File: src/rtl/lfd_pkg.sv
// ---------------------------------------------------------------------------
// lfd_pkg: shared types and constants of the lidar frame decoder
// Frame layout constants, controller state encoding and the command and
// status bundles passed between controller and datapath.
// ---------------------------------------------------------------------------
package lfd_pkg;

  // Frame layout
  localparam logic [7:0] SYNC_BYTE    = 8'hAA;
  localparam logic [7:0] HDR_LAST     = 8'd3;
  localparam logic [7:0] CSUM_FIRST   = 8'd4;
  localparam logic [7:0] CMD_POS      = 8'd5;
  localparam logic [7:0] REC_FIRST    = 8'd10;
  localparam logic [7:0] REC_END      = 8'd190;
  localparam logic [7:0] FRAME_LAST   = 8'd194;
  localparam logic [3:0] REC_LAST_OFF = 4'd14;
  localparam logic [3:0] PT_LAST      = 4'd11;

  localparam int POINTS    = 12;
  localparam int REC_BYTES = 15;
  localparam int REC_STAGE = REC_BYTES - 1;
  localparam int REC_W     = 8 * REC_BYTES;

  // Defaults
  localparam int         DEF_CHANNELS = 4;
  localparam logic [7:0] CMD_RESET    = 8'd2;

  // floor(x / 3) for x below 2**23 is (x * AVG_RECIP) >> AVG_SHIFT
  localparam int          AVG_SHIFT = 23;
  localparam logic [21:0] AVG_RECIP = 22'd2796203;

  localparam int SUM_W        = 20;
  localparam int IN_TUSER_W   = 3;
  localparam int OUT_TUSER_W  = 2;
  localparam int OUT_TDATA_W  = 4 + REC_W + SUM_W;

  typedef enum logic [1:0] {
    ST_IDLE,
    ST_RD,
    ST_LOAD,
    ST_WAIT
  } lfd_state_t;

  typedef struct packed {
    logic take;   // input byte transfer this cycle
    logic rd;     // read the point record and refresh the average
    logic load;   // move read data into the output register
  } lfd_cmd_t;

  typedef struct packed {
    logic frame_done;  // accepted byte closed a good frame
    logic last_pt;     // point counter sits on the final point
    logic out_busy;    // output register holds a result
    logic out_fire;    // result transfer this cycle
  } lfd_stat_t;

endpackage

File: src/rtl/lfd_ctrl.sv
// ---------------------------------------------------------------------------
// lfd_ctrl: frame decoder controller
// Takes bytes while idle, then walks the twelve point reads of a good frame
// through the output register.
// ---------------------------------------------------------------------------
module lfd_ctrl (
  input  logic              clk,
  input  logic              rst_n,
  input  logic              in_tvalid,
  output logic              in_tready,
  input  logic              out_tready,
  input  lfd_pkg::lfd_stat_t stat,
  output lfd_pkg::lfd_cmd_t  cmd
);
  import lfd_pkg::*;

  lfd_state_t state_r;
  lfd_state_t state_nxt;

  always_ff @(posedge clk) begin
    if (!rst_n) begin
      state_r <= ST_IDLE;
    end else begin
      state_r <= state_nxt;
    end
  end

  always_comb begin
    state_nxt = state_r;
    unique case (state_r)
      ST_IDLE: begin
        if (stat.frame_done) begin
          state_nxt = ST_RD;
        end
      end
      ST_RD: begin
        state_nxt = ST_LOAD;
      end
      ST_LOAD: begin
        state_nxt = stat.last_pt ? ST_IDLE : ST_WAIT;
      end
      ST_WAIT: begin
        if (stat.out_fire) begin
          state_nxt = ST_RD;
        end
      end
      default: state_nxt = ST_IDLE;
    endcase
  end

  always_comb begin
    in_tready = 1'b0;
    cmd       = '0;
    unique case (state_r)
      ST_IDLE: begin
        // a pending final result leaves the register in this same cycle
        in_tready = !stat.out_busy || out_tready;
        cmd.take  = in_tvalid && in_tready;
      end
      ST_RD: begin
        cmd.rd = 1'b1;
      end
      ST_LOAD: begin
        cmd.load = 1'b1;
      end
      ST_WAIT: begin
        cmd = '0;
      end
      default: cmd = '0;
    endcase
  end

  a_done_starts_read: assert property (@(posedge clk) disable iff (!rst_n)
    stat.frame_done |=> state_r == ST_RD)
    else $error("good frame did not start the point reads");

  a_last_returns_idle: assert property (@(posedge clk) disable iff (!rst_n)
    (state_r == ST_LOAD && stat.last_pt) |=> state_r == ST_IDLE)
    else $error("final point load did not return to idle");

  a_load_fills_output: assert property (@(posedge clk) disable iff (!rst_n)
    state_r == ST_LOAD |=> stat.out_busy)
    else $error("output register empty after a load");

  a_no_take_busy: assert property (@(posedge clk) disable iff (!rst_n)
    stat.frame_done |-> (state_r == ST_IDLE && cmd.take))
    else $error("frame completed outside a byte transfer");

endmodule

File: config.mk
export PLATFORM = sky130hd
export DESIGN_NAME = lfd_ctrl
export DESIGN_NICKNAME = d
export VERILOG_FILES = /design/src/rtl/lfd_pkg.sv /design/src/rtl/lfd_ctrl.sv
export SDC_FILE = /design/constraint.sdc
export NUM_CORES = 1
export LEC_CHECK = 0
export BUFFER_PORTS_ARGS = -buffer_cell sky130_fd_sc_hd__buf_2
export CORE_AREA = 4 4 41 43
export CTS_BUF_LIST = sky130_fd_sc_hd__clkbuf_8
export DETAILED_ROUTE_END_ITERATION = 6
export DIE_AREA = 0 0 45 47
export PLACE_DENSITY = 0.36
export SYNTH_ARGS = -nofsm -noshare
export SYNTH_HDL_FRONTEND = slang
export SYNTH_SLANG_ARGS = --single-unit
export TNS_END_PERCENT = 20
File: constraint.sdc
create_clock -name clk -period 1.5 [get_ports clk]
set_input_delay 0.075 -clock clk [delete_from_list [all_inputs] [get_ports clk]]
set_output_delay 0.075 -clock clk [all_outputs]
set_load 0.01 [all_outputs]
# Word-level counts from Yosys, hierarchy flattened
# Cells that the tools add are included.
word_totals:
  output_inout_bits: 4
  wordCells: 19
  reg_bits: 2
classes:
  muxes: 8
  eq_ne: 5
  reduce_logical: 5
ops:
  columns: ["operator", "count"]
  rows:
  - ["case mux 2 bit (4 select lines)", 1]
  - ["2-to-1 mux 2 bit", 3]
  - ["== test 2 bit (second input constant)", 2]
  - ["2-to-1 mux 1 bit", 4]
  - ["inequality test 2 bit (second input constant)", 2]
  - ["== test 2 x 1 -> 1 bit (second input constant)", 1]
  - ["logical NOT 2 bit", 1]
  - ["AND reduction 2 bit", 1]
  - ["logical AND 1 bit", 1]
  - ["logical NOT 1 bit", 1]
  - ["logical OR 1 bit", 1]

# Depth between registers and ports, before layout
depth:
  depth_word: 4
  ltp_mapped: 5

# Worst setup path after synthesis
# No wires, ideal clock.
synth_path:
  path_kind: "register to register"
  from: "register state_r[0]"
  to: "register state_r[0]"
  path_buffers: 0
  path_stages_with_launch: 6
  period_less_slack_ns: 1.169
  path_slack_ns: 0.331
  setup_time_ns: 0.121
  required_time_ns: 1.379
  t_arrival_ns: 1.048
  path_cell_list: "dfxtp_1 > inv_1 > ha_1 > nor2b_1 > nor4b_2 > nor3_1"
synth_between:
  elab_chain_cells: 3
  word_cells_on_any_way: 8
synth_rtl:
  columns: ["element", "line_no", "source"]
  rows:
  - ["start: declaration", "lfd_ctrl.sv:17", "lfd_state_t state_r;"]
  - ["start signal: assignment", "lfd_ctrl.sv:24", "state_r <= state_nxt;"]
  - ["== test 2 bit or logical NOT 2 bit (tied branches)", "lfd_ctrl.sv:30", "unique case (state_r)"]
  - ["inequality test 2 bit (no line)", null, null]
  - ["AND reduction 2 bit (no line)", null, null]
# Several ways; a longest one is shown, not always the timed one.
# A chain may end at the register's enable or synchronous reset.

==> results.yml <==
grt:
  grt_first_pass_wirelength_um: 793
  grtUsageTotal: 0.0552
  grt_pass1_vias: 190
  antenna_found_initial: 0
  grt_remaining_overflow: 0
  grt_max_degree: 5
pwr:
  power_mw: 0.367
  ir_drop_v: 0.000323
  cellLeakagePower_nw: 0.155
  p_per_area_nw_per_um2: 1190
die:
  dieWidth_um: 45
  die-height_um: 47
  io_pins: 12
  coreArea_um2: 1300
  rows: 13
  die_area_um2: 2120
  start_util: 0.149
critical_path:
  critPathBufInv: 2
  crit_type: "flop to output port"
  reg2regPathDepth: 5
  r2r_start: "state_r[0]$_SDFFE_PN0P_"
  rr_endpoint: "state_r[0]$_SDFFE_PN0P_"
  regToRegSetupSlack_ns: 0.22
  crit_path_start_kind: "flop"
  path_cells: "inv_1 -> ha_1 -> a21boi_1 -> and2_1 -> buf_2"
  required_ns: 1.42
  slowest_delay_ns: 0.38
  critPathTopFamily: "flip-flops"
  crit_fanout: 4
  cp-end-kind: "output port"
  slowest_stage: "dfxtp_1"
  cp.arrival_ns: 1.32
detailed_routing:
  drt-pass1-iter-count: 4
  wire_per_inst_um: 8.92
  vias: 189
  drtAntennaViolNets: 0
  drt_wl_total_um: 464
  drc: 0
  viasPerCell: 3.63
  drt_iter0_drc: 2
min_path:
  holdPathStages: 3
  hold_end: "state_r[1]$_SDFFE_PN0P_"
  hp-start: "rst_n"
  hp-class: "input port to flop"
sta:
  hold_violations: 0
  worst_pin_slew_ns: 0.204
  fin_skew_ns: 0.00213
  finalCritPeriodShare: 0.927
  max_clock_freq_ghz: 0.719
  whs_ns: 0.119
  maxSlewViolCount: 0
  finalCriticalPeriod_ns: 1.39
  finalSetupViolCount: 0
  slew-limit-headroom: 0.863
  setup_ws_ns: 0.110
  rsz0062_at_grt: "false"
  fin_tns_setup_ns: 0
synthesis:
  synth_area_um2: 194
  yosys_register_bits: 2
  ys_async_sr_fraction: 0
  synth_area_leaders: "ha_1, dfxtp_1, nor2b_1"
  yosysTopAreaCell: "ha_1"
  yosysTopAreaCellShare: 0.258
  ys_types: 12
  synthFlopType: "dfxtp_1"
  syn_avg_cell_area_um2: 8.43
  yosysWarnings: 0
  synth_nets: 35
  yosysSeqAreaShare: 0.206
  syn_inst: 23
  synthTopCellsByCount: "ha_1, inv_1, nor2b_1"
  synth_edf_count: 0
clock_tree:
  cts-root-buf: "clkbuf_8"
  postCtsSetupRepairBufs: 0
  cts_tree: "done"
  htree_levels: 1
  clkTransAtPathRegs_ns: 0.03
  cts.sinks: 2
  cts_hold_buf: 0
  cts_buffers: 3
  clockBufferDepth: 2
  ctsResizeCount: 0
  clock_latency_ns: 0.21
finish:
  area_delta_synth_final_pct: 59.4
  fillCellCount: 157
  nets: 51
  drive_gt1_frac: 0.405
  largest_registers: "state_r: 2 flops"
  multiInputGateArea_um2: 139
  num_antenna_cells: 0
  stdcell_area_um2: 309
  final-seq-area_um2: 40.0
  largest_register: "state_r"
  largest_reg_flops: 2
place:
  dpl.hpwl_um: 405
  place_congestion: 0.651
  place_area_um2: 268
  io_buffers: 11
  dp_slack_ns: 0.217
run:
  cap_violations: 0
status:
  status: "finished clean"
-- cell type report --
cell class                      instances  area share
Sequential cell                         2       0.130
Clock buffer                            3       0.134
Multi-Input combinational cell         17       0.449
Timing Repair Buffer                   11       0.178
Tap cell                               15      0.0607
Inverter                                4      0.0486
-- worst min-delay path, stage by stage --
cell,delay (ns)
buf_2,0.09
inv_1,0.06
a21oi_1,0.04
-- report_power, final --
group	total [mW]	switching [mW]	internal, mW
Clock	0.207	0.0373	0.169
Sequential	0.0694	0.00850	0.0609
Combinational	0.0913	0.0444	0.0469
-- placed cells by master (no fill, tap or decap) --
cell and count:
dfxtp_1 2, o21ai_0 1, buf_2 11, a21oi_1 2, clkbuf_8 3, o2111ai_1 1
nor2b_1 3, a21boi_1 1, inv_1 4, nor4b_2 1, nand2b_1 2, nor3_1 1
ha_1 4, and2_1 1
-- layer usage --
layer | global-route usage | up-vias | wire (um)
met4 | 0.0526 | 0 | 0
met2 | 0.0763 | 10 | 177
met3 | 0.0268 | 0 | 68
met5 | 0 | - | 0
li1 | - | 104 | -
met1 | 0.0609 | 75 | 218
-- metrics by stage --
step,utilization,std cells
finish,0.238,52
global route,0.238,52
CTS,0.238,52
detailed placement,0.206,49
global placement,0.206,49
floorplan,-,23
-- kinds of logic after synthesis --
kind of cell	synth area share
AO/OA/AOI/OAI	0.161
buffers and inverters	0.0774
flip-flops	0.206
adder cells (fa/ha/maj)	0.258
AND/OR/NAND/NOR	0.297
-- how the worst max path moves through the flow --
stage / to / depth (start not counted) / slack [ns] / startpoint
after detailed placement: state_r[0]$_SDFFE_PN0P_ / 5 / 0.22 / state_r[0]$_SDFFE_PN0P_
after floorplan: state_r[0]$_SDFFE_PN0P_ / 5 / 0.33 / state_r[0]$_SDFFE_PN0P_
final: cmd[2] / 5 / 0.11 / state_r[0]$_SDFFE_PN0P_
after CTS: cmd[2] / 5 / 0.09 / state_r[0]$_SDFFE_PN0P_
after global placement: state_r[0]$_SDFFE_PN0P_ / 5 / 0.22 / state_r[0]$_SDFFE_PN0P_
after global routing: cmd[2] / 5 / 0.03 / state_r[0]$_SDFFE_PN0P_
Power figures use the tool's default switching activity.
